==> config.mk <==
export PLATFORM = sky130hd
export DESIGN_NAME = tpi_queue
export DESIGN_NICKNAME = d
export VERILOG_FILES = /design/src/hdl/tpi_queue.sv
export SDC_FILE = /design/constraint.sdc
export NUM_CORES = 1
export LEC_CHECK = 0
export BUFFER_PORTS_ARGS = -buffer_cell sky130_fd_sc_hd__clkbuf_2
export CORE_MARGIN = 2
export CORE_UTILIZATION = 50
export CTS_BUF_LIST = sky130_fd_sc_hd__clkbuf_8
export CTS_CLUSTER_SIZE = 8
export DETAILED_ROUTE_END_ITERATION = 8
export GPL_TIMING_DRIVEN = 0
export PLACE_DENSITY = 0.69
export SYNTH_ARGS = -nofsm -noshare
export SYNTH_HDL_FRONTEND = slang
export SYNTH_SLANG_ARGS = --single-unit
==> constraint.sdc <==
create_clock -name clk -period 1.7 [get_ports clk]
set_input_delay 0.17 -clock clk [delete_from_list [all_inputs] [get_ports clk]]
set_output_delay 0.17 -clock clk [all_outputs]
set_load 0.05 [all_outputs]
==> src/hdl/tpi_queue.sv <==
// Small register FIFO between the front and back halves of the interleaver.
module tpi_queue #(
  parameter int unsigned W     = 8,
  parameter int unsigned DEPTH = 4
) (
  input  logic                       clk,
  input  logic                       rst_n,
  input  logic                       push,
  input  logic [W-1:0]               wdata,
  input  logic                       pop,
  output logic [W-1:0]               rdata,
  output logic                       empty,
  output logic [$clog2(DEPTH+1)-1:0] count
);

  localparam int unsigned AW = (DEPTH > 1) ? $clog2(DEPTH) : 1;
  localparam int unsigned CNT_W = $clog2(DEPTH+1);

  logic [W-1:0]       slot_r [DEPTH];
  logic [AW-1:0]      wr_ptr_r, wr_ptr_nxt;
  logic [AW-1:0]      rd_ptr_r, rd_ptr_nxt;
  logic [CNT_W-1:0]   count_r, count_nxt;

  function automatic logic [AW-1:0] ptr_inc(input logic [AW-1:0] p);
    logic [AW-1:0] r;
    if (p == AW'(DEPTH - 1)) begin
      r = '0;
    end else begin
      r = p + AW'(1);
    end
    return r;
  endfunction

  always_comb begin
    wr_ptr_nxt = push ? ptr_inc(wr_ptr_r) : wr_ptr_r;
    rd_ptr_nxt = pop ? ptr_inc(rd_ptr_r) : rd_ptr_r;
    count_nxt  = count_r;
    if (push && !pop) begin
      count_nxt = count_r + CNT_W'(1);
    end else if (pop && !push) begin
      count_nxt = count_r - CNT_W'(1);
    end
  end

  always_ff @(posedge clk) begin
    if (!rst_n) begin
      wr_ptr_r <= '0;
      rd_ptr_r <= '0;
      count_r  <= '0;
    end else begin
      wr_ptr_r <= wr_ptr_nxt;
      rd_ptr_r <= rd_ptr_nxt;
      count_r  <= count_nxt;
    end
  end

  always_ff @(posedge clk) begin
    if (push) begin
      slot_r[wr_ptr_r] <= wdata;
    end
  end

  assign rdata = slot_r[rd_ptr_r];
  assign empty = (count_r == '0);
  assign count = count_r;

endmodule

==> qor.txt, run 1 <==
FMAX: 610 MHz
outcome: completed
CTS HTree Levels: 2
mapped cell area: 1610 um2
synthesized instance count: 85
top cells by count, synth: edfxtp_1, dfxtp_1, mux4_2
most used cell, CP: buf_8
Synth warnings: 0
cell area power density: 1140 nW/um2
GRT Total Usage: 16.0%
top_reg_cell synth: edfxtp_1
# rows: 20
Clock Latency Late Sink: 290 ps
CTS root buf: clkbuf_8
unrepaired setup endpoints after global routing: no
max incr delay on CP: 530 ps
Syn Nets: 104
die area: 3690 um2
Post-Synth XOR/XNOR Area: 1.09%
M1 GR Usage: 20.5%
CTS Sinks: 41
Via density: 5.11
Buffers on Ports: 23
area of the core: 3050 um2
antenna violations before repair: 0
Fin Setup TNS: 0 ps
Final HPWL DP: 1650 um
Hold Violations, Final: 0
Longest Clk Path Bufs: 2
nets: 134
post-CTS setup buffers: 0
Max Cap Violations: 0
crit path max fanout: 8
Startpoint Class: flip-flop
sequential element share of the synthesized area: 71.0%
CTS tree: done
clock slew at reported path FFs: 70 ps
crit-path cells: buf_8 -> mux4_2 -> buf_8
grt met2 use: 23.3%
cts-stage hold buffer count: 0
Post-Synth Simple-Gate Area: 5.14%
initial drt markers: 27
Setup crit end kind: output port
Fillers: 239
Async SR Flop Fraction: 0%
critical path class: reg2out
max-slew violation count: 0
syn_area_per_cell: 18.9 um2
Initial Util: 52.7%
met3 usage: 6.61%
largest family of logic cells by synthesized area: multiplexers
final estimated routing congestion in global placement: 0.641
first-pass GRT wire length: 3880 um
largest cells by area after synthesis: edfxtp_1, dfxtp_1, mux4_2
Max IR drop VDD: 0.662 mV
# IOs: 24
routed vias: 818
drt drc: 0
Crit path max-delay family: multiplexers
Max Clock Skew: 5.29 ps
mux share of post-synthesis cell area: 13.7%
fin crit share: 96.5%
most frequent cell after synthesis: edfxtp_1
Slew headroom: 69.4%
antenna-violating nets left: 0
Lkg Pwr: 0.721 nW
Final Core Density: 63.0%
adder-cell area share of the yosys netlist: 5.91%
Synth top area share: 59.8%
Min-Delay Path Class: in2reg
Compound-Gate Fraction of Synth Area: 1.25%
GRT busiest layer: met2
drt total wl: 2470 um
cts bufs inserted: 5
CP max stage cell: mux4_2
CP Data Arrival Time: 1470 ps
Yosys reg bits: 41
Period minus WS final: 1640 ps
drt first pass iters: 3
grt total ovfl: 0
Area Overhead vs Synth: 19.5%
worst slew pin tran: 460 ps
layout cells sized above 1: 34.5%
Die Y: 60.7 um
Setup violations, final: 0
vias in the first global route: 797
ANT cells: 0
Req. time, crit path: 1530 ps
Cell variety after synth: 19
post-synthesis cell type with the largest combined area: edfxtp_1
largest net degree at the start of global routing: 13
WL per Instance: 15.4 um
EDFF count, synth: 32
Buf/Inv on CP: 2
Die Wd: 60.7 um
[path summary, 6_finish.rpt]
| kind | start | to | slack, ps | cells after the start |
|---|---|---|---|---|
| setup / recovery | flip-flop | rdata[6] | 60 | 3 |
| hold / removal | wdata[2] | slot_r[2][2] | 100 | 1 |
| setup reg to reg | count[0] | count[2] | 200 | 4 |
| hold reg to reg | count[2] | count[2] | 530 | 2 |
[through the flow]
step	setup WS (ps)	cells	power, W	instance area, um2	hold WS [ps]
finish	60.0	160	0.00219	1920	96.8
global placement	80.4	152	0.00158	1780	385
global route	8.23	160	0.00229	1920	85.8
CTS	3.85	160	0.00221	1910	93.1
detailed placement	34.3	152	0.00159	1780	396
floorplan	64.8	85	0.00149	1610	269
[cell families (layout without fill, tap and decap cells)]
logic type | count (synthesis) | after routing
compound gates | 3 | 3
xor+xnor | 2 | 2
fa+ha+maj | 7 | 7
buf+inv | 6 | 37
flops | 41 | 41
mux | 12 | 12
simple gates | 14 | 14
[where the power goes]
part,switching (W),total (W),internal (W)
Sequential,0.0000328,0.00117,0.00114
Combinational,0.000273,0.000435,0.000162
Clock,0.000308,0.000582,0.000273
Total,0.000614,0.00219,0.00158
[registers in the layout, summed over array words and instances, names as in the netlist, named ones only]
name	flops
slot_r	32
count	3
rd_ptr_r	2
wr_ptr_r	2
[worst reg2reg max path, cell delays in order, from the launching register on]
cell and delay, ps:
dfxtp_1 370, fa_1 460, xor2_1 160, or3_1 300, a21boi_1 150
[layout make-up]
| class | count | area [um2] | share of cell area [%] |
|---|---|---|---|
| buffer | 2 | 20.0 | 1.04 |
| timing repair buffer | 23 | 169 | 8.79 |
| sequential | 41 | 1140 | 59.4 |
| clock inverter | 3 | 11.3 | 0.586 |
| inverter | 4 | 15.0 | 0.781 |
| multi-input combinational | 38 | 440 | 22.9 |
| tap | 44 | 55.1 | 2.86 |
| clock buffer | 5 | 68.8 | 3.58 |
[cell usage in the layout (no fill, tap or decap), types with 3 or more instances in the layout]
| master | Yosys | layout |
|---|---|---|
| and2_1 | 5 | 5 |
| buf_4 | 0 | 3 |
| buf_8 | 0 | 5 |
| clkbuf_2 | 1 | 16 |
| clkbuf_8 | 0 | 5 |
| dfxtp_1 | 9 | 8 |
| edfxtp_1 | 32 | 32 |
| ha_1 | 6 | 6 |
| inv_1 | 4 | 6 |
| mux2i_1 | 4 | 4 |
| mux4_2 | 8 | 8 |
| nor2b_1 | 5 | 5 |
[repair_timing]
item / CTS / global route
resized for setup: 12 / 11
setup endpoints to repair: 8 / 8
endpoints found under the hold margin: 0 / 0
[metal layers]
metal | routed length (um) | part of all wire [%]
met5 | 0 | 0
met4 | 53 | 2.1
met3 | 121 | 4.9
met2 | 1190 | 48
met1 | 1100 | 44
Note: power is estimated with default switching activity, not from simulation.
==> run 2: changes to the inputs <==
CORE_UTILIZATION = 39   (was 50)
PLACE_DENSITY = 0.56   (was 0.69)
==> qor.txt, run 2 (same netlist as run 1, synthesis figures left out) <==
grt total ovfl: 0
nets: 134
antenna violations before repair: 0
crit path max fanout: 8
vias in the first global route: 855
Buffers on Ports: 23
Lkg Pwr: 0.726 nW
first-pass GRT wire length: 4130 um
CTS HTree Levels: 2
Internal: 0.00159 W
unrepaired setup endpoints after global routing: yes
Min-Delay Path Class: in2reg
Slew headroom: 70.0%
Req. time, crit path: 1530 ps
combinational power share: 20.0%
Setup WS pre-CTS: 20.9 ps
Largest Register: slot_r
Die Y: 68.2 um
Fillers: 355
clock share of power: 27.3%
Flop pwr share: 52.7%
area of the core: 3970 um2
outcome: completed
drt drc: 0
cts bufs inserted: 5
initial drt markers: 67
final estimated routing congestion in global placement: 0.674
drt first pass iters: 2
Net Sw Frac: 28.4%
CP Data Arrival Time: 1510 ps
Final Core Density: 49.2%
cts-stage hold buffer count: 0
cell area power density: 1140 nW/um2
drt total wl: 2520 um
placed instance count: 158
antenna-violating nets left: 0
Final WS setup: 22.2 ps
layout cells sized above 1: 37.1%
Buf/Inv on CP: 2
Final HPWL DP: 1760 um
fin crit share: 98.7%
post-CTS setup buffers: 0
HP Start: wdata[5]
worst slew pin tran: 449 ps
final hold slack: 89.5 ps
largest net degree at the start of global routing: 14
Clock Latency Late Sink: 290 ps
max incr delay on CP: 530 ps
# IOs: 24
WL per Instance: 15.2 um
# rows: 23
commonest non-fill, non-tap cell in the layout: edfxtp_1
worst r2r src: count[0]
CP max stage cell: mux4_2
FMAX: 596 MHz
Max Clock Skew: 8.64 ps
Max IR drop VDD: 0.564 mV
Max Cap Violations: 0
Area Overhead vs Synth: 21.6%
Hold Violations, Final: 0
Finished Layout Cells: 166
Crit path max-delay family: multiplexers
GRT Total Usage: 13.3%
Via density: 4.83
die area: 4650 um2
routed vias: 802
clock slew at reported path FFs: 80 ps
CTS tree: done
most frequent cells in the layout: edfxtp_1, clkbuf_2, mux4_2, dfxtp_1, clkbuf_8
Setup violations, final: 0
Period minus WS final: 1680 ps
ANT cells: 0
Largest register FFs: 32
max-slew violation count: 0
Longest Clk Path Bufs: 2
CTS root buf: clkbuf_8
Startpoint Class: flip-flop
Psw: 0.000633 W
Die Wd: 68.2 um
post-cts sizing count: 17
CTS Sinks: 41
crit-path cells: buf_12 -> mux4_2 -> clkbuf_16
critical path class: reg2out
Setup crit end kind: output port
Initial Util: 40.5%
## run 2: worst reg2reg max path, delay by kind of cell, from the launching register on
family	cells	cell delay, ps
AND/OR/NAND/NOR	1	300
flip-flops	1	370
XOR/XNOR	1	160
adder cells (fa/ha/maj)	1	450
AO/OA/AOI/OAI	1	140
## run 2: final timing paths
path	slack, ps	to	cells past startpoint
setup reg to reg	230	count[2]	4
hold reg to reg	530	count[2]	2
hold / removal	90	slot_r[0][5]	1
setup / recovery	20	rdata[7]	3
## run 2: power by group through the flow
stage / Sequential, W / Combinational [W] / Clock, W
after floorplan: 0.00123 / 0.000262 / 0
after global placement: 0.00119 / 0.000394 / 0
after detailed placement: 0.00119 / 0.000402 / 0
after CTS: 0.00117 / 0.000445 / 0.000630
after global routing: 0.00118 / 0.000481 / 0.000665
final: 0.00117 / 0.000446 / 0.000608
## run 2: final cells by class
type                            count  area (um2)  share of cell area (%)
Sequential cell                    41        1140                    58.4
Buffer                              2        25.0                    1.28
Inverter                            4        15.0                   0.768
Clock inverter                      3        17.5                   0.896
Tap cell                           50        62.6                    3.20
Clock buffer                        5        68.8                    3.52
Multi-Input combinational cell     38         440                    22.5
Timing Repair Buffer               23         184                    9.40
## run 2: stage by stage
| stage | total power, W | setup TNS, ps | cell area (um2) |
|---|---|---|---|
| after floorplan | 0.00149 | 0 | 1610 |
| after global placement | 0.00158 | 0 | 1790 |
| after detailed placement | 0.00160 | 0 | 1790 |
| after CTS | 0.00225 | 0 | 1950 |
| after global routing | 0.00233 | -49.2 | 1960 |
| final | 0.00223 | 0 | 1960 |
## run 2: routing by layer
layer	share of wire, %	global-route usage [%]	routed length, um	vias to the layer above
met3	4.0	3.95	102	8
met2	51	20.6	1280	17
li1	-	-	-	384
met4	2.3	8.25	59	0
met1	43	16.1	1080	393
met5	0	0	0	-
